## src/hdl/alu8f_pkg.sv

```systemverilog
`timescale 1ns / 1ps

package alu8f_pkg;

    // Operation classes resolved by the decode stage.
    typedef logic [4:0] t_cls;

    localparam t_cls CLS_ADD   = 5'd0;
    localparam t_cls CLS_SUB   = 5'd1;
    localparam t_cls CLS_CMP   = 5'd2;
    localparam t_cls CLS_AND   = 5'd3;
    localparam t_cls CLS_XOR   = 5'd4;
    localparam t_cls CLS_OR    = 5'd5;
    localparam t_cls CLS_INC   = 5'd6;
    localparam t_cls CLS_DEC   = 5'd7;
    localparam t_cls CLS_ROTA  = 5'd8;
    localparam t_cls CLS_ROTCB = 5'd9;
    localparam t_cls CLS_DAA   = 5'd10;
    localparam t_cls CLS_CPL   = 5'd11;
    localparam t_cls CLS_SCF   = 5'd12;
    localparam t_cls CLS_CCF   = 5'd13;
    localparam t_cls CLS_BIT   = 5'd14;
    localparam t_cls CLS_RES   = 5'd15;
    localparam t_cls CLS_SET   = 5'd16;
    localparam t_cls CLS_UNSUP = 5'd17;

    // Rotate and shift kinds, taken from opcode bits 5:3.
    localparam logic [2:0] RS_RLC  = 3'd0;
    localparam logic [2:0] RS_RRC  = 3'd1;
    localparam logic [2:0] RS_RL   = 3'd2;
    localparam logic [2:0] RS_RR   = 3'd3;
    localparam logic [2:0] RS_SLA  = 3'd4;
    localparam logic [2:0] RS_SRA  = 3'd5;
    localparam logic [2:0] RS_SWAP = 3'd6;
    localparam logic [2:0] RS_SRL  = 3'd7;

    // Flag bit positions.
    localparam int FLAG_Z = 3;
    localparam int FLAG_N = 2;
    localparam int FLAG_H = 1;
    localparam int FLAG_C = 0;

    // Decoded request, held in the first pipeline register.
    typedef struct packed {
        t_cls       cls;
        logic [2:0] row;
        logic [7:0] a;
        logic [7:0] v;
        logic [3:0] f;
        logic       cy;
    } t_dec;

    // Computed request before the zero flag is settled.
    typedef struct packed {
        logic [7:0] res;
        logic       z_from_res;
        logic       z_fix;
        logic       n;
        logic       h;
        logic       c;
        logic       wr;
        logic       sup;
    } t_exe;

    // Returns {carry out, result byte}.
    function automatic logic [8:0] rot_shift(input logic [2:0] kind, input logic [7:0] v,
                                             input logic cin);
        logic [8:0] r;
        begin
            case (kind)
                RS_RLC:  r = {v[7], v[6:0], v[7]};
                RS_RRC:  r = {v[0], v[0], v[7:1]};
                RS_RL:   r = {v[7], v[6:0], cin};
                RS_RR:   r = {v[0], cin, v[7:1]};
                RS_SLA:  r = {v[7], v[6:0], 1'b0};
                RS_SRA:  r = {v[0], v[7], v[7:1]};
                RS_SWAP: r = {1'b0, v[3:0], v[7:4]};
                RS_SRL:  r = {v[0], 1'b0, v[7:1]};
                default: r = {1'b0, v};
            endcase
            return r;
        end
    endfunction

endpackage

```

## src/hdl/eight_bit_alu_with_flags.sv

```systemverilog
`timescale 1ns / 1ps

// Channel   Direction  Handshake            Payload
// request   in         i_valid / o_stall    i_opcode i_cb_prefix i_acc i_operand i_flags_in
// result    out        o_valid / i_stall    o_result o_flags_out o_writes_result o_supported
//
// Three register stages: decode, execute, flag/output.
// One request is accepted every cycle while the result side is not stalled.
// The stall ripples back only through full stages, so bubbles are squeezed out.
// Synchronous active-low reset clears the stage valid bits; data registers are not reset.

module eight_bit_alu_with_flags
    import alu8f_pkg::*;
(
    input  logic       i_clk,
    input  logic       i_rst_n,
    input  logic       i_valid,
    output logic       o_stall,
    input  logic [7:0] i_opcode,
    input  logic       i_cb_prefix,
    input  logic [7:0] i_acc,
    input  logic [7:0] i_operand,
    input  logic [3:0] i_flags_in,
    output logic       o_valid,
    input  logic       i_stall,
    output logic [7:0] o_result,
    output logic [3:0] o_flags_out,
    output logic       o_writes_result,
    output logic       o_supported
);

    logic r_v1, r_v2, r_v3;
    logic en1, en2, en3;
    t_dec n_dec, r_dec;
    t_exe n_exe, r_exe;
    logic [7:0] r_result;
    logic [3:0] r_flags;
    logic       r_wr, r_sup;

    assign en3     = !r_v3 || !i_stall;
    assign en2     = !r_v2 || en3;
    assign en1     = !r_v1 || en2;
    assign o_stall = !en1;

    // ---------------- decode ----------------
    always_comb begin
        n_dec.row = i_opcode[5:3];
        n_dec.a   = i_acc;
        n_dec.v   = i_operand;
        n_dec.f   = i_flags_in;
        n_dec.cy  = i_opcode[3] & i_flags_in[FLAG_C];
        n_dec.cls = CLS_UNSUP;
        if (i_cb_prefix) begin
            case (i_opcode[7:6])
                2'd0:    n_dec.cls = CLS_ROTCB;
                2'd1:    n_dec.cls = CLS_BIT;
                2'd2:    n_dec.cls = CLS_RES;
                default: n_dec.cls = CLS_SET;
            endcase
        end else if (i_opcode[7:6] == 2'd2) begin
            case (i_opcode[5:4])
                2'd0:    n_dec.cls = CLS_ADD;
                2'd1:    n_dec.cls = CLS_SUB;
                2'd2:    n_dec.cls = i_opcode[3] ? CLS_XOR : CLS_AND;
                default: n_dec.cls = i_opcode[3] ? CLS_CMP : CLS_OR;
            endcase
            // Compare never takes the carry in.
            if (i_opcode[5:3] == 3'd7) begin
                n_dec.cy = 1'b0;
            end
        end else if (i_opcode[7:6] == 2'd0) begin
            case (i_opcode[2:0])
                3'd4: n_dec.cls = CLS_INC;
                3'd5: n_dec.cls = CLS_DEC;
                3'd7: begin
                    case (i_opcode[5:3])
                        3'd4:    n_dec.cls = CLS_DAA;
                        3'd5:    n_dec.cls = CLS_CPL;
                        3'd6:    n_dec.cls = CLS_SCF;
                        3'd7:    n_dec.cls = CLS_CCF;
                        default: n_dec.cls = CLS_ROTA;
                    endcase
                end
                default: n_dec.cls = CLS_UNSUP;
            endcase
        end
    end

    // ---------------- execute ----------------
    logic [8:0] add9, sub9, rot9;
    logic [4:0] add5, sub5;
    logic [7:0] inc8, dec8, mask, daa_adj, daa_res;
    logic       daa_hi, daa_lo, daa_c;

    always_comb begin
        add9 = {1'b0, r_dec.a} + {1'b0, r_dec.v} + {8'd0, r_dec.cy};
        add5 = {1'b0, r_dec.a[3:0]} + {1'b0, r_dec.v[3:0]} + {4'd0, r_dec.cy};
        sub9 = {1'b0, r_dec.a} - {1'b0, r_dec.v} - {8'd0, r_dec.cy};
        sub5 = {1'b0, r_dec.a[3:0]} - {1'b0, r_dec.v[3:0]} - {4'd0, r_dec.cy};
        inc8 = r_dec.v + 8'd1;
        dec8 = r_dec.v - 8'd1;
        mask = 8'd1 << r_dec.row;
        rot9 = rot_shift(r_dec.row,
                         (r_dec.cls == CLS_ROTA) ? r_dec.a : r_dec.v,
                         r_dec.f[FLAG_C]);

        // Decimal adjust: the high correction is decided on the original value,
        // and adding 0x60 leaves the low nibble alone, so one add or subtract does it.
        if (!r_dec.f[FLAG_N]) begin
            daa_hi = r_dec.f[FLAG_C] || (r_dec.a > 8'h99);
            daa_lo = r_dec.f[FLAG_H] || (r_dec.a[3:0] > 4'h9);
        end else begin
            daa_hi = r_dec.f[FLAG_C];
            daa_lo = r_dec.f[FLAG_H];
        end
        daa_adj = (daa_hi ? 8'h60 : 8'h00) | (daa_lo ? 8'h06 : 8'h00);
        daa_res = r_dec.f[FLAG_N] ? (r_dec.a - daa_adj) : (r_dec.a + daa_adj);
        daa_c   = daa_hi;

        n_exe.res        = r_dec.a;
        n_exe.z_from_res = 1'b1;
        n_exe.z_fix      = r_dec.f[FLAG_Z];
        n_exe.n          = 1'b0;
        n_exe.h          = 1'b0;
        n_exe.c          = r_dec.f[FLAG_C];
        n_exe.wr         = 1'b1;
        n_exe.sup        = 1'b1;

        case (r_dec.cls)
            CLS_ADD: begin
                n_exe.res = add9[7:0];
                n_exe.h   = add5[4];
                n_exe.c   = add9[8];
            end
            CLS_SUB: begin
                n_exe.res = sub9[7:0];
                n_exe.n   = 1'b1;
                n_exe.h   = sub5[4];
                n_exe.c   = sub9[8];
            end
            CLS_CMP: begin
                n_exe.z_from_res = 1'b0;
                n_exe.z_fix      = (sub9[7:0] == 8'd0);
                n_exe.n          = 1'b1;
                n_exe.h          = sub5[4];
                n_exe.c          = sub9[8];
                n_exe.wr         = 1'b0;
            end
            CLS_AND: begin
                n_exe.res = r_dec.a & r_dec.v;
                n_exe.h   = 1'b1;
                n_exe.c   = 1'b0;
            end
            CLS_XOR: begin
                n_exe.res = r_dec.a ^ r_dec.v;
                n_exe.c   = 1'b0;
            end
            CLS_OR: begin
                n_exe.res = r_dec.a | r_dec.v;
                n_exe.c   = 1'b0;
            end
            CLS_INC: begin
                n_exe.res = inc8;
                n_exe.h   = (inc8[3:0] == 4'h0);
            end
            CLS_DEC: begin
                n_exe.res = dec8;
                n_exe.n   = 1'b1;
                n_exe.h   = (dec8[3:0] == 4'hF);
            end
            CLS_ROTA: begin
                n_exe.res        = rot9[7:0];
                n_exe.z_from_res = 1'b0;
                n_exe.z_fix      = 1'b0;
                n_exe.c          = rot9[8];
            end
            CLS_ROTCB: begin
                n_exe.res = rot9[7:0];
                n_exe.c   = rot9[8];
            end
            CLS_DAA: begin
                n_exe.res = daa_res;
                n_exe.n   = r_dec.f[FLAG_N];
                n_exe.c   = daa_c;
            end
            CLS_CPL: begin
                n_exe.res        = ~r_dec.a;
                n_exe.z_from_res = 1'b0;
                n_exe.n          = 1'b1;
                n_exe.h          = 1'b1;
            end
            CLS_SCF: begin
                n_exe.z_from_res = 1'b0;
                n_exe.c          = 1'b1;
                n_exe.wr         = 1'b0;
            end
            CLS_CCF: begin
                n_exe.z_from_res = 1'b0;
                n_exe.c          = ~r_dec.f[FLAG_C];
                n_exe.wr         = 1'b0;
            end
            CLS_BIT: begin
                n_exe.res        = r_dec.v;
                n_exe.z_from_res = 1'b0;
                n_exe.z_fix      = ((r_dec.v & mask) == 8'd0);
                n_exe.h          = 1'b1;
                n_exe.wr         = 1'b0;
            end
            CLS_RES, CLS_SET: begin
                n_exe.res        = (r_dec.cls == CLS_SET) ? (r_dec.v | mask)
                                                          : (r_dec.v & ~mask);
                n_exe.z_from_res = 1'b0;
                n_exe.n          = r_dec.f[FLAG_N];
                n_exe.h          = r_dec.f[FLAG_H];
            end
            default: begin
                // Not an ALU opcode: flags pass through, nothing is written.
                n_exe.res        = 8'd0;
                n_exe.z_from_res = 1'b0;
                n_exe.n          = r_dec.f[FLAG_N];
                n_exe.h          = r_dec.f[FLAG_H];
                n_exe.wr         = 1'b0;
                n_exe.sup        = 1'b0;
            end
        endcase
    end

    // ---------------- pipeline registers ----------------
    always_ff @(posedge i_clk) begin
        if (!i_rst_n) begin
            r_v1 <= 1'b0;
            r_v2 <= 1'b0;
            r_v3 <= 1'b0;
        end else begin
            if (en1) begin
                r_v1 <= i_valid;
            end
            if (en2) begin
                r_v2 <= r_v1;
            end
            if (en3) begin
                r_v3 <= r_v2;
            end
        end
    end

    always_ff @(posedge i_clk) begin
        if (en1) begin
            r_dec <= n_dec;
        end
        if (en2) begin
            r_exe <= n_exe;
        end
        if (en3) begin
            r_result <= r_exe.res;
            r_flags  <= {r_exe.z_from_res ? (r_exe.res == 8'd0) : r_exe.z_fix,
                         r_exe.n, r_exe.h, r_exe.c};
            r_wr     <= r_exe.wr;
            r_sup    <= r_exe.sup;
        end
    end

    assign o_valid         = r_v3;
    assign o_result        = r_result;
    assign o_flags_out     = r_flags;
    assign o_writes_result = r_wr;
    assign o_supported     = r_sup;

`ifndef SYNTHESIS
    // An unsupported opcode never reports a written byte.
    a_unsup_quiet: assert property (@(posedge i_clk) disable iff (!i_rst_n)
        (o_valid && !o_supported) |-> (!o_writes_result && o_result == 8'd0))
        else $error("unsupported opcode produced a write or nonzero result");

    // Back-pressure reaches the input only when every stage holds a request.
    a_stall_full: assert property (@(posedge i_clk) disable iff (!i_rst_n)
        o_stall |-> (r_v1 && r_v2 && r_v3))
        else $error("input stalled while a pipeline stage was empty");

    // A decoded request that is not held moves into the execute stage.
    a_advance: assert property (@(posedge i_clk) disable iff (!i_rst_n)
        (r_v1 && !o_stall) |=> r_v2)
        else $error("request lost between decode and execute");

    // A result held by the consumer keeps its valid bit.
    a_hold: assert property (@(posedge i_clk) disable iff (!i_rst_n)
        (r_v3 && i_stall) |=> r_v3)
        else $error("stalled result dropped");
`endif

endmodule
```

## config.mk

```make
export PLATFORM = sky130hd
export DESIGN_NAME = eight_bit_alu_with_flags
export DESIGN_NICKNAME = d
export VERILOG_FILES = /design/src/hdl/alu8f_pkg.sv /design/src/hdl/eight_bit_alu_with_flags.sv
export SDC_FILE = /design/constraint.sdc
export NUM_CORES = 1
export LEC_CHECK = 0
export BUFFER_PORTS_ARGS = -buffer_cell sky130_fd_sc_hd__buf_2
export CORE_MARGIN = 2
export CORE_UTILIZATION = 49
export CTS_BUF_LIST = sky130_fd_sc_hd__clkbuf_2
export CTS_CLUSTER_DIAMETER = 50
export DETAILED_ROUTE_END_ITERATION = 8
export PLACE_DENSITY_LB_ADDON = 0.12
export SLEW_MARGIN = 15
export SYNTH_ARGS = -nofsm -noshare
export SYNTH_HDL_FRONTEND = slang
export SYNTH_SLANG_ARGS = --single-unit
```

## constraint.sdc

```tcl
create_clock -name i_clk -period 4.8 [get_ports i_clk]
set_input_delay 0.24 -clock i_clk [delete_from_list [all_inputs] [get_ports i_clk]]
set_output_delay 0.24 -clock i_clk [all_outputs]
set_load 0.02 [all_outputs]
```

==> run summary, run 1 <==
Top-area cell type share of the netlist area: 32.5%
Status: finished, final reports clean
First-pass GRT wire length: 27600 microns
Starting Density: 49.8%
Clock slew at reported path FFs: 0.18 ns
Post-DRT Antenna Nets: 0
Post-cts sizing count: 0
Post-synthesis sequential area ratio: 33.7%
Inst Count DP: 779
Fmax achieved: 285 MHz
Worst EP required: 5.08 ns
Largest net degree at the start of global routing: 31
Final cell count without fillers: 822
Clk sinks: 61
I/O pin count: 49
Max_slew headroom: 38.5%
CTS tree: done
Final-report hold violation count: 0
Clock skew: 0.0494 ns
Initial detailed-routing violation count: 527
Synth warn: 0
P&R area growth vs syn: 13.6%
Met3 wire len: 1560 microns
Detail Placement HPWL: 13400 microns
CTS max path bufs: 2
Die H: 109 microns
Antenna Cells: 0
Worst Hold Class: in2reg
Period minus WS final: 3.51 ns
Ratio of cells with drive above 1 in the final layout: 12.0%
Crit path DAT: 3.79 ns
Total gr overflow: 0
Ys async rst share: 0%
Placer Congestion: 1.05
Wl on met1: 7270 microns
#FFs+latches synth: 61
Setup Viol. Count Final: 0
Avg WL per Cell: 21.7 microns
GRT Total Usage: 31.6%
VDD IR max: 0.149 mV
Maxcap violations: 0
Yosys cell types: 67
Mapped Avg Cell Area: 8.61 sq um
P per Cell Area: 274 nW/um^2
EDFF count, synth: 58
Post-CTS Hold Buffers: 27
Top Layer Used: met4
Via/cell ratio: 6.39
Period utilisation layout: 73.1%
PortBufs: 48
Post-CTS Setup Inserts: 0
Setup TNS: 0 ns
Initial DRT Pass Iterations: 5
RSZ-0062 raised after global routing: false
Largest cells by area after synthesis: edfxtp_1 33%, ha_1 11%, a21oi_1 4.6%
Crit Path Max Fanout: 8
Worst setup EP type: flip-flop
Final wirelength: 17900 microns
Layout Nets: 760
CP startpoint kind: flip-flop
# H-tree levels: 3
Final-report max-slew violation count: 0
Cts bufs inserted: 9
Crit path kind: reg2reg
Vias: 5251
P_leak: 2.45 nW
Total die area: 11800 sq um
Worst Tran Pin Value: 0.923 ns
Post-synthesis cell count: 622
Core area: 10700 sq um
Vias in the first global route: 4943
Prevailing post-synth register cell: edfxtp_1
DIE WIDTH: 109 microns
Met2 WL: 8000 microns
Post-synthesis cell area: 5350 sq um
Initial antenna violation count: 0
Syn_nets: 705
Clk_lat worst skew: 0.56 ns
Core Rows: 38
Synth area leader: edfxtp_1
DRC errors left: 0
Clk root buf: clkbuf_2
==> layout make-up <==
cell class                 count  area [sq um]
tap                          140           175
fill                        1020          4670
multi-input combinational    484          3240
inverter                      40           150
sequential                    61          1800
clock buffer                   9          45.0
clock inverter                 7           114
timing repair buffer          81           556
==> Yosys cell counts, types with 5 or more instances <==
cell type,number
nor3_1,19
clkbuf_1,20
mux2_2,5
a31oi_1,5
nor2_1,53
o211ai_1,6
buf_2,13
ha_1,46
nand3_1,17
a21oi_1,49
a221oi_1,5
xor2_1,11
o21ai_0,49
o21ai_1,8
xnor2_1,15
inv_1,38
nor4_1,6
nor2b_1,10
and3_1,7
nand2_1,50
mux2i_1,7
o22ai_1,8
a211oi_1,12
nand4_1,7
edfxtp_1,58
nand2b_1,9
a22oi_1,8
==> state kept, by name (all words and copies together), names as in the netlist <==
signal	count
r_dec	29
o_supported	1
o_valid	1
o_result	8
r_v1	1
o_flags_out	4
r_v2	1
r_exe	15
o_writes_result	1
==> logic make-up (layout without fill, tap and decap cells) <==
| logic type | after synthesis | count (layout) | synth area share (%) |
|---|---|---|---|
| buf+inv | 77 | 137 | 5.84 |
| simple gates | 206 | 206 | 19.2 |
| flops | 61 | 61 | 33.7 |
| compound gates | 190 | 190 | 22.4 |
| fa+ha+maj | 50 | 50 | 12.2 |
| mux | 12 | 12 | 2.36 |
| xor+xnor | 26 | 26 | 4.25 |
==> per-layer routing <==
metal	GRT usage [%]	up-vias
li1	-	2422
met1	41.0	2465
met2	49.1	285
met3	6.03	79
met4	18.1	0
met5	0	-
==> worst paths after layout <==
path                        from                    end  slack (ns)  cells past startpoint
min reg2reg   r_exe[0]$_DFFE_PP_  o_supported$_DFFE_PP_        0.43                      0
min                  i_opcode[1]    r_dec[27]$_DFFE_PN_        0.11                      3
max reg2reg  r_dec[14]$_DFFE_PN_    r_exe[12]$_DFFE_PP_        1.29                     10
max          r_dec[14]$_DFFE_PN_    r_exe[12]$_DFFE_PP_        1.29                     10
==> through the flow <==
step	util [%]	hold slack [ns]	instance area (sq um)	power, W	setup slack (ns)
after floorplan	-	0.339	5350	0.00105	1.93
after global placement	52.6	0.404	5650	0.00121	1.49
after detailed placement	52.6	0.406	5650	0.00121	1.37
after CTS	56.6	0.0942	6080	0.00166	1.32
after global routing	56.6	0.109	6080	0.00174	1.07
final	56.6	0.111	6080	0.00166	1.29
==> where the power goes <==
part | internal [W] | switching, W | total [W] | leakage [nW]
registers | 0.000661 | 0.0000621 | 0.000723 | 0.649
logic | 0.000197 | 0.000310 | 0.000508 | 1.71
clock network | 0.000221 | 0.000211 | 0.000432 | 0.0856
total | 0.00108 | 0.000584 | 0.00166 | 2.45
==> worst max-delay path, cell delays in order, from the launching register on <==
cell	delay [ns]
edfxtp_1	0.60
inv_1	0.23
a211oi_1	0.42
nor2_1	0.17
or2_2	0.32
ha_1	0.33
nor3_1	0.07
a211oi_1	0.36
xnor2_1	0.19
o22ai_1	0.13
a2111o_1	0.43
==> layout by cell type (no fill, tap or decap), types with 7 or more instances in the layout <==
master / count
edfxtp_1: 58
inv_1: 38
o22ai_1: 8
and3_1: 7
a21oi_1: 49
clkbuf_2: 9
xor2_1: 11
xnor2_1: 15
a211oi_1: 12
o21ai_1: 8
nor2_1: 53
nor3_1: 19
o21ai_0: 49
ha_1: 46
a22oi_1: 8
nand3_1: 17
buf_2: 48
mux2i_1: 7
nor2b_1: 10
nand2_1: 50
dlygate4sd3_1: 27
nand2b_1: 9
nand4_1: 7
No activity file was read; power rests on OpenSTA's default activity.
==> run 2, diff against run 1 <==
==> constraint.sdc (replaced) <==
create_clock -name i_clk -period 3.59 [get_ports i_clk]
set_input_delay 0.1795 -clock i_clk [delete_from_list [all_inputs] [get_ports i_clk]]
set_output_delay 0.1795 -clock i_clk [all_outputs]
set_load 0.02 [all_outputs]
==> run summary, run 2 (synthesis gave the netlist of run 1 again) <==
Total gr overflow: 0 (unchanged)
Via/cell ratio: 6.31 (was 6.39)
Core area: 10700 sq um (unchanged)
Cts bufs inserted: 9 (unchanged)
Layout Nets: 785 (was 760)
Commonest non-fill, non-tap cell in the layout: edfxtp_1 (unchanged)
GRT Total Usage: 33.5% (was 31.6%)
Reg with most FFs: r_dec (unchanged)
Status: finished, final reports clean (unchanged)
Post-cts sizing count: 0 (unchanged)
Antenna Cells: 0 (unchanged)
Maxcap violations: 0 (unchanged)
DIE WIDTH: 109 microns (unchanged)
Crit Path Max Fanout: 5 (was 8)
DP Worst Slack: 0.547 ns (was 1.37 ns)
Delay-heaviest family, CP: simple AND/OR/NAND/NOR gates (was compound AO/OA/AOI/OAI gates)
DRC errors left: 0 (unchanged)
Clock skew: 0.0328 ns (was 0.0494 ns)
Worst EP required: 4.01 ns (was 5.08 ns)
I/O pin count: 49 (unchanged)
PortBufs: 48 (unchanged)
# H-tree levels: 3 (unchanged)
Vias in the first global route: 5123 (was 4943)
Net Switching: 0.000797 W (was 0.000584 W)
Hold WS: 0.0272 ns (was 0.111 ns)
Worst Tran Pin Value: 1.14 ns (was 0.923 ns)
Ratio of cells with drive above 1 in the final layout: 14.9% (was 12.0%)
Period utilisation layout: 88.2% (was 73.1%)
First-pass GRT wire length: 28600 microns (was 27600 microns)
P per Cell Area: 341 nW/um^2 (was 274 nW/um^2)
Final Power: 0.00212 W (was 0.00166 W)
Final wirelength: 18900 microns (was 17900 microns)
CTS max path bufs: 2 (unchanged)
CP startpoint kind: flip-flop (unchanged)
CP Cell Sequence: fa_1 > inv_1 > ha_1 > o21ai_0 > nand2_1 > xor2_1 > or4_1 > or4_1 > o21ai_1 (was inv_1 > a211oi_1 > nor2_1 > or2_2 > ha_1 > nor3_1 > a211oi_1 > xnor2_1 > o22ai_1 > a2111o_1)
Initial DRT Pass Iterations: 5 (unchanged)
WP buf/inv: 1 (unchanged)
Max reg flops: 29 (unchanged)
Crit path DAT: 3.59 ns (was 3.79 ns)
Clk sinks: 61 (unchanged)
Placer Congestion: 1.10 (was 1.05)
Avg WL per Cell: 22.3 microns (was 21.7 microns)
Period minus WS final: 3.17 ns (was 3.51 ns)
Setup TNS: 0 ns (unchanged)
VDD IR max: 0.237 mV (was 0.149 mV)
Final-report hold violation count: 0 (unchanged)
Int Power: 0.00133 W (was 0.00108 W)
Clock power share: 20.8% (was 26.0%)
CTS tree: done (unchanged)
Core Rows: 38 (unchanged)
Initial detailed-routing violation count: 504 (was 527)
Initial antenna violation count: 0 (unchanged)
Starting Density: 49.8% (unchanged)
Worst Hold Class: in2reg (unchanged)
Combinational power share: 34.4% (was 30.5%)
Clock slew at reported path FFs: 0.19 ns (was 0.18 ns)
Crit path kind: reg2reg (unchanged)
Worst path max stage delay: 0.59 ns (was 0.60 ns)
Switching fraction of total power: 37.5% (was 35.1%)
Met2 usage: 51.3% (was 49.1%)
Max stage delay cell, worst path: fa_1 (was edfxtp_1)
Worst setup EP type: flip-flop (unchanged)
Register share of total power: 44.8% (was 43.5%)
Global route hottest layer: met2 (unchanged)
Largest net degree at the start of global routing: 31 (unchanged)
RSZ-0062 raised after global routing: false (unchanged)
Routing usage on met1: 41.4% (was 41.0%)
P&R area growth vs syn: 16.2% (was 13.6%)
Total die area: 11800 sq um (unchanged)
Post-DRT Antenna Nets: 0 (unchanged)
Commonest non-fill, non-tap cells in the layout: 58 x edfxtp_1, 53 x nor2_1, 50 x nand2_1 (unchanged)
Clk root buf: clkbuf_2 (unchanged)
Setup Viol. Count Final: 0 (unchanged)
Clk_lat worst skew: 0.59 ns (was 0.56 ns)
Max_slew headroom: 23.0% (was 38.5%)
P_leak: 2.55 nW (was 2.45 nW)
Detail Placement HPWL: 14500 microns (was 13400 microns)
Global routing usage on met3: 8.26% (was 6.03%)
Setup ws final: 0.424 ns (was 1.29 ns)
Final-report max-slew violation count: 0 (unchanged)
Fmax achieved: 316 MHz (was 285 MHz)
Vias: 5341 (was 5251)
Die H: 109 microns (unchanged)
Crit path top cell by count: or4_1 (was a211oi_1)
## run 2: through the flow
stage          instance area, sq um  utilization [%]  std cells
4_1_cts                        6220             57.9        847
3_5_place_dp                   5830             54.3        803
2_1_floorplan                  5350                -        622
3_3_place_gp                   5830             54.3        803
5_1_grt                        6220             57.9        847
6_report                       6220             57.9        847
## run 2: area by class of cell
class / instances / area [sq um]
inverters: 40 / 150
multi-input cells: 484 / 3240
clock buffers: 9 / 45.0
clock inverters: 7 / 66.3
flip-flops and latches: 61 / 1800
fillers: 1015 / 4520
repair buffers: 106 / 746
well taps: 140 / 175
## run 2: routing by layer
metal	up-vias	wire [microns]	share of wire (%)
met5	-	0	0
met4	0	1290	6.8
met3	83	1540	8.1
met2	288	8330	44
met1	2506	7720	41
li1	2464	-	-
## run 2: worst paths after layout
kind                            start                     to  slack (ns)  depth (start not counted)
hold reg to reg   r_exe[13]$_DFFE_PP_  o_result[6]$_DFFE_PP_        0.45                          0
setup / recovery  r_dec[13]$_DFFE_PN_     r_exe[5]$_DFFE_PP_        0.42                          9
setup reg to reg  r_dec[13]$_DFFE_PN_     r_exe[5]$_DFFE_PP_        0.42                          9
hold / removal            i_opcode[1]    r_dec[27]$_DFFE_PN_        0.03                          3
## run 2: power groups by stage
stage	clock (W)	combinational, W	sequential [W]
after floorplan	0	0.000426	0.000981
after global placement	0	0.000691	0.000964
after detailed placement	0	0.000690	0.000966
after CTS	0.000452	0.000717	0.000949
after global routing	0.000477	0.000793	0.000961
final	0.000441	0.000731	0.000951
## run 2: timing repair
action	4_1_cts	5_1_grt
hold buffers	28	0
setup buffers	0	0
endpoints found under the hold margin	30	0
## run 2: worst reg2reg max path: stages (launching register included)
cell and delay, ns:
edfxtp_1 0.52, fa_1 0.59, inv_1 0.06, ha_1 0.17, o21ai_0 0.15, nand2_1 0.15, xor2_1 0.20, or4_1 0.57
or4_1 0.44, o21ai_1 0.15
==> run 3, diff against run 2 <==
--- a/config.mk
+++ b/config.mk
@@ -6,6 +6,7 @@
 export NUM_CORES = 1
 export LEC_CHECK = 0
 export BUFFER_PORTS_ARGS = -buffer_cell sky130_fd_sc_hd__buf_2
+export CORE_ASPECT_RATIO = 1.4
 export CORE_MARGIN = 2
 export CORE_UTILIZATION = 49
 export CTS_BUF_LIST = sky130_fd_sc_hd__clkbuf_2
==> run summary, run 3 (synthesis gave the netlist of run 1 again) <==
Setup TNS: 0 ns (unchanged)
Total die area: 11800 sq um (about the same)
Cts bufs inserted: 9 (unchanged)
Period minus WS final: 3.16 ns (was 3.17 ns)
Final-report max-slew violation count: 0 (unchanged)
Vias in the first global route: 5238 (was 5123)
Core area: 10800 sq um (was 10700 sq um)
DIE WIDTH: 92.3 microns (was 109 microns)
Initial DRT Pass Iterations: 6 (was 5)
Delay-heaviest family, CP: compound AO/OA/AOI/OAI gates (was simple AND/OR/NAND/NOR gates)
Layout Nets: 786 (was 785)
Hold WS: 0.0841 ns (was 0.0272 ns)
P_leak: 2.57 nW (was 2.55 nW)
Largest net degree at the start of global routing: 31 (unchanged)
Crit Path Max Fanout: 6 (was 5)
Clock slew at reported path FFs: 0.20 ns (was 0.19 ns)
Commonest non-fill, non-tap cell in the layout: edfxtp_1 (unchanged)
Status: finished, final reports clean (unchanged)
Final Power: 0.00217 W (was 0.00212 W)
Starting Density: 49.8% (about the same)
RSZ-0062 raised after global routing: false (unchanged)
Via/cell ratio: 6.25 (was 6.31)
WP buf/inv: 2 (was 1)
Clk_lat worst skew: 0.56 ns (was 0.59 ns)
P&R area growth vs syn: 16.7% (was 16.2%)
Vias: 5309 (was 5341)
Max stage delay cell, worst path: edfxtp_1 (was fa_1)
Setup ws final: 0.432 ns (was 0.424 ns)
Antenna Cells: 0 (unchanged)
Clk sinks: 61 (unchanged)
I/O pin count: 49 (unchanged)
Core Rows: 45 (was 38)
Final-report hold violation count: 0 (unchanged)
CP Cell Sequence: inv_1 > a211oi_1 > nand2_1 > o21ai_0 > a21oi_1 > ha_1 > inv_1 > mux2i_1 > ha_1 > xnor2_1 > o22ai_1 > a2111o_1 (was fa_1 > inv_1 > ha_1 > o21ai_0 > nand2_1 > xor2_1 > or4_1 > or4_1 > o21ai_1)
Avg WL per Cell: 22.3 microns (about the same)
First-pass GRT wire length: 29200 microns (was 28600 microns)
Post-DRT Antenna Nets: 0 (unchanged)
Clk root buf: clkbuf_2 (unchanged)
Fmax achieved: 317 MHz (was 316 MHz)
Worst Hold Class: in2reg (unchanged)
Final wirelength: 18900 microns (about the same)
Period utilisation layout: 88.0% (was 88.2%)
Max_slew headroom: 43.9% (was 23.0%)
VDD IR max: 0.222 mV (was 0.237 mV)
DP Worst Slack: 0.371 ns (was 0.547 ns)
Ratio of cells with drive above 1 in the final layout: 15.1% (was 14.9%)
Crit path kind: reg2reg (unchanged)
CP startpoint kind: flip-flop (unchanged)
GRT Total Usage: 33.2% (was 33.5%)
Inst Count DP: 805 (was 803)
Setup Viol. Count Final: 0 (unchanged)
DRC errors left: 0 (unchanged)
CTS tree: done (unchanged)
# H-tree levels: 3 (unchanged)
P per Cell Area: 348 nW/um^2 (was 341 nW/um^2)
Final cell count without fillers: 849 (was 847)
Detail Placement HPWL: 14800 microns (was 14500 microns)
Maxcap violations: 0 (unchanged)
Initial detailed-routing violation count: 541 (was 504)
Total gr overflow: 0 (unchanged)
Worst Tran Pin Value: 0.830 ns (was 1.14 ns)
Worst setup EP type: flip-flop (unchanged)
CTS max path bufs: 2 (unchanged)
Clock skew: 0.0345 ns (was 0.0328 ns)
Placer Congestion: 1.11 (was 1.10)
Max reg flops: 29 (unchanged)
Worst EP required: 3.90 ns (was 4.01 ns)
Crit path DAT: 3.47 ns (was 3.59 ns)
Commonest non-fill, non-tap cells in the layout: 58 x edfxtp_1, 53 x nor2_1, 50 x nand2_1 (unchanged)
Worst path max stage delay: 0.50 ns (was 0.59 ns)
Reg with most FFs: r_dec (unchanged)
Die H: 128 microns (was 109 microns)
Initial antenna violation count: 0 (unchanged)
PortBufs: 48 (unchanged)
-- run 3: final cells by class --
cell class              instances  area (sq um)
repair buffers                107           751
well taps                     141           176
multi-input cells             484          3240
clock buffers                  10          50.0
inverters                      40           150
flip-flops and latches         61          1800
clock inverters                 6          77.6
fillers                       961          4510
-- run 3: worst register-to-register path, cell delays in order, from the launching register on --
cell      delay [ns]
edfxtp_1        0.50
inv_1           0.23
a211oi_1        0.10
nand2_1         0.08
o21ai_0         0.09
a21oi_1         0.35
ha_1            0.30
inv_1           0.06
mux2i_1         0.07
ha_1            0.36
xnor2_1         0.23
o22ai_1         0.13
a2111o_1        0.42
-- run 3: path summary, 6_finish.rpt --
| kind | from | end | slack [ns] | cells after the start |
|---|---|---|---|---|
| setup reg to reg | r_dec[16]$_DFFE_PN_ | r_exe[12]$_DFFE_PP_ | 0.43 | 12 |
| hold / removal | i_opcode[1] | r_dec[27]$_DFFE_PN_ | 0.08 | 3 |
| hold reg to reg | r_exe[1]$_DFFE_PP_ | o_writes_result$_DFFE_PP_ | 0.45 | 0 |
| setup / recovery | r_dec[16]$_DFFE_PN_ | r_exe[12]$_DFFE_PP_ | 0.43 | 12 |
-- run 3: power by group --
part	switching (W)	internal (W)	leakage, nW
Combinational	0.000442	0.000286	1.84
Clock	0.000261	0.000227	0.0808
Sequential	0.0000727	0.000884	0.649
Total	0.000776	0.00140	2.57
-- run 3: what timing repair did --
action	CTS	global route
setup endpoints to repair	0	1
setup buffers	0	1
endpoints found under the hold margin	27	0
gates resized for setup	0	1
hold buffers	27	0
-- run 3: metrics by stage --
step | instance area, sq um | utilization (%)
CTS | 6240 | 58.0
floorplan | 5350 | -
global placement | 5840 | 54.3
detailed placement | 5840 | 54.3
finish | 6250 | 58.1
global route | 6250 | 58.1
-- run 3: layer usage --
layer | vias up | global-route usage, % | share of wire (%)
met5 | - | 0 | 0
met4 | 0 | 26.3 | 8.9
met3 | 98 | 5.64 | 7.2
met2 | 301 | 55.1 | 48
met1 | 2447 | 37.6 | 36
li1 | 2463 | - | -
